$ cat src/sv/pzbc_pkg.sv
// pzbc_pkg: shared types, constants and bar-group functions for the POSTNET codec.
// Used by pzbc_enc, pzbc_dec and postnet_zip_barcode_codec_unit; depends on nothing.

package pzbc_pkg;

	localparam int ZIP_W  = 17;
	localparam int BARS_W = 27;
	localparam int GRP_W  = 5;
	localparam int DIGITS = 5;
	localparam int PROD_W = 35;

	// Operation codes carried on func.
	localparam logic FUNC_ENCODE = 1'b0;
	localparam logic FUNC_DECODE = 1'b1;

	// Reciprocals ceil(2^s / 10^k), exact for every 17-bit value:
	// floor(zip / 10^k) == (zip * RECIP) >> s.
	localparam logic [17:0] RECIP_1E1 = 18'd209716; // s = 21
	localparam logic [17:0] RECIP_1E2 = 18'd167773; // s = 24
	localparam logic [17:0] RECIP_1E3 = 18'd134218; // s = 27
	localparam logic [17:0] RECIP_1E4 = 18'd214749; // s = 31

	localparam logic [3:0] DIGIT_MAX = 4'd9;

	// Decimal place of each group, first group first.
	localparam logic [ZIP_W-1:0] PLACE [DIGITS] = '{
		17'd10000, 17'd1000, 17'd100, 17'd10, 17'd1
	};

	typedef struct packed {
		logic [ZIP_W-1:0]  zip;
		logic [BARS_W-1:0] bars;
		logic              error;
	} res_t;

	// Two-of-five pattern for a decimal digit; codes above nine map to no bars.
	function automatic logic [GRP_W-1:0] digit_group(input logic [3:0] d);
		logic [GRP_W-1:0] g;
		begin
			unique case (d)
				4'd0: g = 5'b11000;
				4'd1: g = 5'b00011;
				4'd2: g = 5'b00101;
				4'd3: g = 5'b00110;
				4'd4: g = 5'b01001;
				4'd5: g = 5'b01010;
				4'd6: g = 5'b01100;
				4'd7: g = 5'b10001;
				4'd8: g = 5'b10010;
				4'd9: g = 5'b10100;
				default: g = '0;
			endcase
			return g;
		end
	endfunction

	// Weighted group total 7,4,2,1,0; a total of eleven stands for zero.
	function automatic logic [3:0] group_digit(input logic [GRP_W-1:0] g);
		logic [3:0] t;
		begin
			t = (g[4] ? 4'd7 : 4'd0) + (g[3] ? 4'd4 : 4'd0)
				+ (g[2] ? 4'd2 : 4'd0) + (g[1] ? 4'd1 : 4'd0);
			if (t == 4'd11) begin
				t = 4'd0;
			end
			return t;
		end
	endfunction

endpackage

$ cat src/sv/postnet_zip_barcode_codec_unit.sv
// postnet_zip_barcode_codec_unit: POSTNET 5-digit ZIP encoder/decoder, top level.
// Path: input register, then the codec logic, then the result register that drives the outputs.
// Throughput: one request per cycle while out_ready stays high; a stalled result holds the flow.
// A stalled result still lets one more request enter the input register.
// Reset (arst_n low, asynchronous): both stage valid flags clear; payload is not reset.
// Depends on pzbc_pkg, pzbc_enc, pzbc_dec.

module postnet_zip_barcode_codec_unit (
	input  logic                         clk,
	input  logic                         arst_n,
	// request channel
	input  logic                         in_valid,
	output logic                         in_ready,
	input  logic                         func,
	input  logic [pzbc_pkg::ZIP_W-1:0]   zip_in,
	input  logic [pzbc_pkg::BARS_W-1:0]  bars_in,
	// result channel
	output logic                         out_valid,
	input  logic                         out_ready,
	output logic [pzbc_pkg::ZIP_W-1:0]   zip_out,
	output logic [pzbc_pkg::BARS_W-1:0]  bars_out,
	output logic                         error
);

	// Stage 1: captured request.
	logic                        valid_s1;
	logic                        func_s1;
	logic [pzbc_pkg::ZIP_W-1:0]  zip_s1;
	logic [pzbc_pkg::BARS_W-1:0] bars_s1;

	// Stage 2: finished result.
	logic           valid_s2;
	pzbc_pkg::res_t res_s2;

	pzbc_pkg::res_t enc_res, dec_res, sel_res;
	logic           adv_s2;
	logic           take_in;

	// Advance into the result register when it is empty or being drained.
	assign adv_s2   = ~valid_s2 | out_ready;
	// Take a new request when the input register is empty or moving on.
	assign in_ready = ~valid_s1 | adv_s2;
	assign take_in  = in_valid & in_ready;

	always_ff @(posedge clk or negedge arst_n) begin
		if (!arst_n) begin
			valid_s1 <= 1'b0;
		end else if (in_ready) begin
			valid_s1 <= in_valid;
		end
	end

	always_ff @(posedge clk) begin
		if (take_in) begin
			func_s1 <= func;
			zip_s1  <= zip_in;
			bars_s1 <= bars_in;
		end
	end

	pzbc_enc u_enc (
		.zip (zip_s1),
		.res (enc_res)
	);

	pzbc_dec u_dec (
		.bars (bars_s1),
		.res  (dec_res)
	);

	// Pick the result of the requested operation.
	always_comb begin
		unique case (func_s1)
			pzbc_pkg::FUNC_ENCODE: sel_res = enc_res;
			pzbc_pkg::FUNC_DECODE: sel_res = dec_res;
			default:               sel_res = enc_res;
		endcase
	end

	always_ff @(posedge clk or negedge arst_n) begin
		if (!arst_n) begin
			valid_s2 <= 1'b0;
		end else if (adv_s2) begin
			valid_s2 <= valid_s1;
		end
	end

	// Hold the result while the consumer stalls.
	always_ff @(posedge clk) begin
		if (adv_s2 && valid_s1) begin
			res_s2 <= sel_res;
		end
	end

	assign out_valid = valid_s2;
	assign zip_out   = res_s2.zip;
	assign bars_out  = res_s2.bars;
	assign error     = res_s2.error;

	// An encoded result never carries a ZIP value, and a decoded one never carries bars.
	a_zip_excl: assert property (@(posedge clk) disable iff (!arst_n)
		out_valid && (zip_out != '0) |-> (bars_out == '0) && !error)
		else $error("decoded ZIP and bar code both nonzero");

	// Every encoded code is framed by full start and stop bars.
	a_frame: assert property (@(posedge clk) disable iff (!arst_n)
		out_valid && (bars_out != '0) |-> bars_out[pzbc_pkg::BARS_W-1] && bars_out[0])
		else $error("encoded code missing frame bars");

	// Requests are refused only when both stages are full.
	a_backpressure: assert property (@(posedge clk) disable iff (!arst_n)
		!in_ready |-> valid_s1 && valid_s2 && !out_ready)
		else $error("request refused with room in the pipeline");

	// A stage-1 request moves into the result register on the next edge unless stalled.
	a_advance: assert property (@(posedge clk) disable iff (!arst_n)
		valid_s1 && adv_s2 |=> valid_s2)
		else $error("request lost between stages");

endmodule

$ cat src/sv/pzbc_enc.sv
// pzbc_enc: ZIP value to 27-bit framed POSTNET code, purely combinational.
// Depends on pzbc_pkg.

module pzbc_enc (
	input  logic [pzbc_pkg::ZIP_W-1:0] zip,
	output pzbc_pkg::res_t             res
);

	logic [pzbc_pkg::PROD_W-1:0] p1, p2, p3, p4;
	logic [13:0] q1;
	logic [10:0] q2;
	logic [7:0]  q3;
	logic [3:0]  q4;
	logic [16:0] t0;
	logic [13:0] t1;
	logic [10:0] t2;
	logic [7:0]  t3;

	// Quotients by 10, 100, 1000, 10000, all taken from zip in parallel.
	assign p1 = pzbc_pkg::PROD_W'(zip) * pzbc_pkg::PROD_W'(pzbc_pkg::RECIP_1E1);
	assign p2 = pzbc_pkg::PROD_W'(zip) * pzbc_pkg::PROD_W'(pzbc_pkg::RECIP_1E2);
	assign p3 = pzbc_pkg::PROD_W'(zip) * pzbc_pkg::PROD_W'(pzbc_pkg::RECIP_1E3);
	assign p4 = pzbc_pkg::PROD_W'(zip) * pzbc_pkg::PROD_W'(pzbc_pkg::RECIP_1E4);

	assign q1 = p1[34:21];
	assign q2 = p2[34:24];
	assign q3 = p3[34:27];
	assign q4 = p4[34:31];

	// Digit k = q_k - 10 * q_(k+1); the low four bits hold the exact digit.
	assign t0 = zip - ({3'b0, q1} << 3) - ({3'b0, q1} << 1);
	assign t1 = q1 - ({3'b0, q2} << 3) - ({3'b0, q2} << 1);
	assign t2 = q2 - ({3'b0, q3} << 3) - ({3'b0, q3} << 1);
	assign t3 = q3 - ({4'b0, q4} << 3) - ({4'b0, q4} << 1);

	always_comb begin
		res.zip   = '0;
		res.error = (q4 > pzbc_pkg::DIGIT_MAX);
		res.bars  = {1'b1,
			pzbc_pkg::digit_group(q4),
			pzbc_pkg::digit_group(t3[3:0]),
			pzbc_pkg::digit_group(t2[3:0]),
			pzbc_pkg::digit_group(t1[3:0]),
			pzbc_pkg::digit_group(t0[3:0]),
			1'b1};
	end

endmodule

$ cat src/sv/pzbc_dec.sv
// pzbc_dec: 27-bit POSTNET code to ZIP value with frame and group checks.
// Combinational; depends on pzbc_pkg.

module pzbc_dec (
	input  logic [pzbc_pkg::BARS_W-1:0] bars,
	output pzbc_pkg::res_t              res
);

	logic [pzbc_pkg::GRP_W-1:0] grp   [pzbc_pkg::DIGITS];
	logic [pzbc_pkg::DIGITS-1:0] grp_ok;
	logic [pzbc_pkg::ZIP_W-1:0] term  [pzbc_pkg::DIGITS];
	logic [pzbc_pkg::ZIP_W-1:0] value;
	logic frame_ok;

	assign frame_ok = bars[pzbc_pkg::BARS_W-1] & bars[0];

	always_comb begin
		for (int i = 0; i < pzbc_pkg::DIGITS; i++) begin
			grp[i]    = bars[(pzbc_pkg::BARS_W - 2 - pzbc_pkg::GRP_W * i) -: pzbc_pkg::GRP_W];
			grp_ok[i] = ($countones(grp[i]) == 2);
			term[i]   = pzbc_pkg::ZIP_W'(pzbc_pkg::group_digit(grp[i])) * pzbc_pkg::PLACE[i];
		end
		value = term[0] + term[1] + term[2] + term[3] + term[4];

		if (frame_ok && (&grp_ok)) begin
			res.zip   = value;
			res.error = 1'b0;
		end else begin
			res.zip   = '0;
			res.error = 1'b1;
		end
		res.bars = '0;
	end

endmodule

$ cat config.mk
export PLATFORM = sky130hd
export DESIGN_NAME = postnet_zip_barcode_codec_unit
export DESIGN_NICKNAME = d
export VERILOG_FILES = /design/src/sv/pzbc_pkg.sv /design/src/sv/postnet_zip_barcode_codec_unit.sv /design/src/sv/pzbc_enc.sv /design/src/sv/pzbc_dec.sv
export SDC_FILE = /design/constraint.sdc
export NUM_CORES = 1
export LEC_CHECK = 0
export BUFFER_PORTS_ARGS = -buffer_cell sky130_fd_sc_hd__buf_4
export CAP_MARGIN = 20
export CORE_AREA = 2 2 206 208
export CTS_CLUSTER_DIAMETER = 80
export DETAILED_ROUTE_END_ITERATION = 6
export DIE_AREA = 0 0 208 210
export PLACE_DENSITY = 0.79
export SLEW_MARGIN = 30
export SYNTH_ARGS = -nofsm -noshare
export SYNTH_HDL_FRONTEND = slang
export SYNTH_SLANG_ARGS = --single-unit
$ cat constraint.sdc
create_clock -name clk -period 19.46 [get_ports clk]
set_input_delay 0 -clock clk [delete_from_list [all_inputs] [get_ports clk]]
set_output_delay 0 -clock clk [all_outputs]
set_load 0.01 [all_outputs]
==> metrics.txt <==
status finished, final reports clean; Worst Reg-to-Reg Cells 26; worst reg2reg setup slack 10.28 ns; final antenna diode count 0; crit-path max FO 15; Critical Path RT ~20 ns; number of flops mapped to enable cells by yosys 89; total I/O pin count 96; slowest CP cell edfxtp_1; Starting Density 53.4%; clock root cell clkbuf_16; Die Y 210 microns; WL per Instance 20.0 microns; period utilization 47.2%; Final Skew ~0.010 ns; Core Area 41500 sq um; first-pass GRT wire length 92900 microns; Sum Neg Setup Slack 0 ns; Post-Syn Nets between 3000 and 4000; YS warnings 0; via/cell ratio 5.44; Main synth FF type edfxtp_1; CTS tree yes; Fmax 0.109 GHz; Final min period between 9 and 10 ns; synth unique cells 69; Fill cells 3305; final count of pins violating max slew 0; share of cells above drive strength 1 about 6%; Multi-input gate area around 17000 sq um; Worst-path clk slew 0.08 ns; R2R Path Start zip_s1[6]; leading area contributor after synthesis fa_1; PortBufs 95; final hold viol count 0; final antenna-violating net count 0; via count 15600; Clock Latency Late Sink 0.38 ns; Die X between 200 and 250 microns; Synth async-reset ratio 2.20%; H-tree depth 3; Die ar. 43700 sq um; startpoint class of the critical path register; Layout Nets around 3200; CP Class reg2reg; Synth Register Bits 91; Post-CTS Resized 0; Total Wirelength about 57000 microns; DR pass1 iterations 5; Setup crit end kind register; Crit path max-delay family adder cells; largest net degree at the start of global routing 46; Synth top area share 32.9%; residual overflow from global routing 0; Critical Path Most Common Cell fa_1; routability cong. 0.994; CP Data Arrival Time 9.42 ns; register area 2720 sq um; total CTS buffers 9; 1st-iter DRT viols 901; Post-Synthesis Cell Area 22100 sq um; Post-DP HPWL 48500 microns; syn_area_per_cell 10.2 sq um; CP bufs+invs 4; Reg-to-Reg End bars_out[20]; Post-route DRC 0; Hold Crit Class in2reg; row count 75; antenna violations before repair 0; Post-Syn Instances 2165; Max clock buf depth 2; Min-Delay Startpoint zip_in[11]; synth-to-layout area growth 10.3%; # Post-CTS Setup Buffers 0; cell depth of the worst min-delay path 2; All-Layer GR Usage 27.6%; post-layout util 58.9%; worst relative slew slack 37.9%; setup violators final 0; Hold Crit Endpoint zip_s1[11]; vias in the first global route 17500; dominant cells by area after synthesis fa_1 33%, ha_1 28%, edfxtp_1 12%; RSZ-0062 raised after global routing no; register area share after synthesis 12.3%; Largest stage delay, worst path 0.88 ns; Clock Sink Count slightly above 90; MaxCap Viol Count 0; worst-margin pin slew around 0.93 ns; CTS Hold Bufs 50
-- metal layers --
layer	up-vias	track usage, %	wire length (microns)
met1	7791	34.0	22900
met2	532	47.6	28100
met4	0	13.8	3030
met3	141	4.16	3450
li1	7146	-	-
met5	-	0	0
-- Yosys cell counts, types with 13 or more instances --
cell type / number
fa_1: 364
edfxtp_1: 89
a21oi_1: 64
inv_1: 695
nand4_1: 13
xnor2_1: 63
o21ai_0: 36
nand2_1: 44
nand3_1: 19
a21o_1: 27
nor2_1: 48
nor3_1: 23
xor2_1: 20
ha_1: 487
-- through the flow --
stage | std cells | setup WS (ns) | hold WS (ns) | instance area, sq um
after floorplan | 2165 | 11.76 | -0.296 | 22100
after global routing | 2870 | 9.86 | 0.340 | 24400
final | 2870 | 10.28 | 0.343 | 24400
after CTS | 2870 | 10.33 | 0.319 | 24400
after global placement | 2804 | 10.62 | -0.216 | 23600
after detailed placement | 2804 | 10.35 | -0.214 | 23600
-- layout by cell type, fill, tap and decap left out, types with 19 or more instances in the layout --
| master | synthesis | final |
|---|---|---|
| nor2_1 | 48 | 48 |
| o21ai_0 | 36 | 36 |
| ha_1 | 487 | 487 |
| xnor2_1 | 63 | 63 |
| nand3_1 | 19 | 19 |
| xor2_1 | 20 | 20 |
| inv_1 | 695 | 695 |
| dlygate4sd3_1 | 0 | 50 |
| a21oi_1 | 64 | 64 |
| nand2_1 | 44 | 44 |
| buf_4 | 1 | 105 |
| edfxtp_1 | 89 | 89 |
| a21o_1 | 27 | 27 |
| nor3_1 | 23 | 23 |
| fa_1 | 364 | 364 |
-- final cells by class --
type	count	area share [%]
multi-input cells	1373	68.8
flip-flops and latches	91	11.2
inverters	696	10.7
repair buffers	155	5.28
well taps	539	2.76
clock buffers	10	0.979
clock inverters	6	0.338
-- sequential cells by signal, indices dropped and copies added (netlist names) --
register and cells:
error 1, valid_s1 1, func_s1 1, out_valid 1, bars_s1 27, zip_s1 17, zip_out 17, bars_out 26
-- worst max path at each step --
stage	startpoint	end	slack [ns]	depth (start not counted)
floorplan	zip_s1[6]	bars_out[20]	11.76	28
global placement	zip_s1[10]	bars_out[20]	10.62	28
detailed placement	zip_s1[6]	bars_out[20]	10.35	26
CTS	zip_s1[6]	bars_out[20]	10.33	26
global route	zip_s1[6]	bars_out[20]	9.86	26
finish	zip_s1[6]	bars_out[20]	10.28	26
-- kinds of logic (layout without fill, tap and decap cells) --
family | count (synthesis) | after routing | synth area share [%]
fa+ha+maj | 852 | 852 | 60.5
buf+inv | 701 | 867 | 11.9
simple gates | 216 | 216 | 4.94
compound gates | 211 | 211 | 6.27
flops | 91 | 91 | 12.3
xor+xnor | 88 | 88 | 3.82
mux | 6 | 6 | 0.288
Power is not shown: default switching activity piles up to over one toggle a cycle in this logic, so the estimate is an artifact.
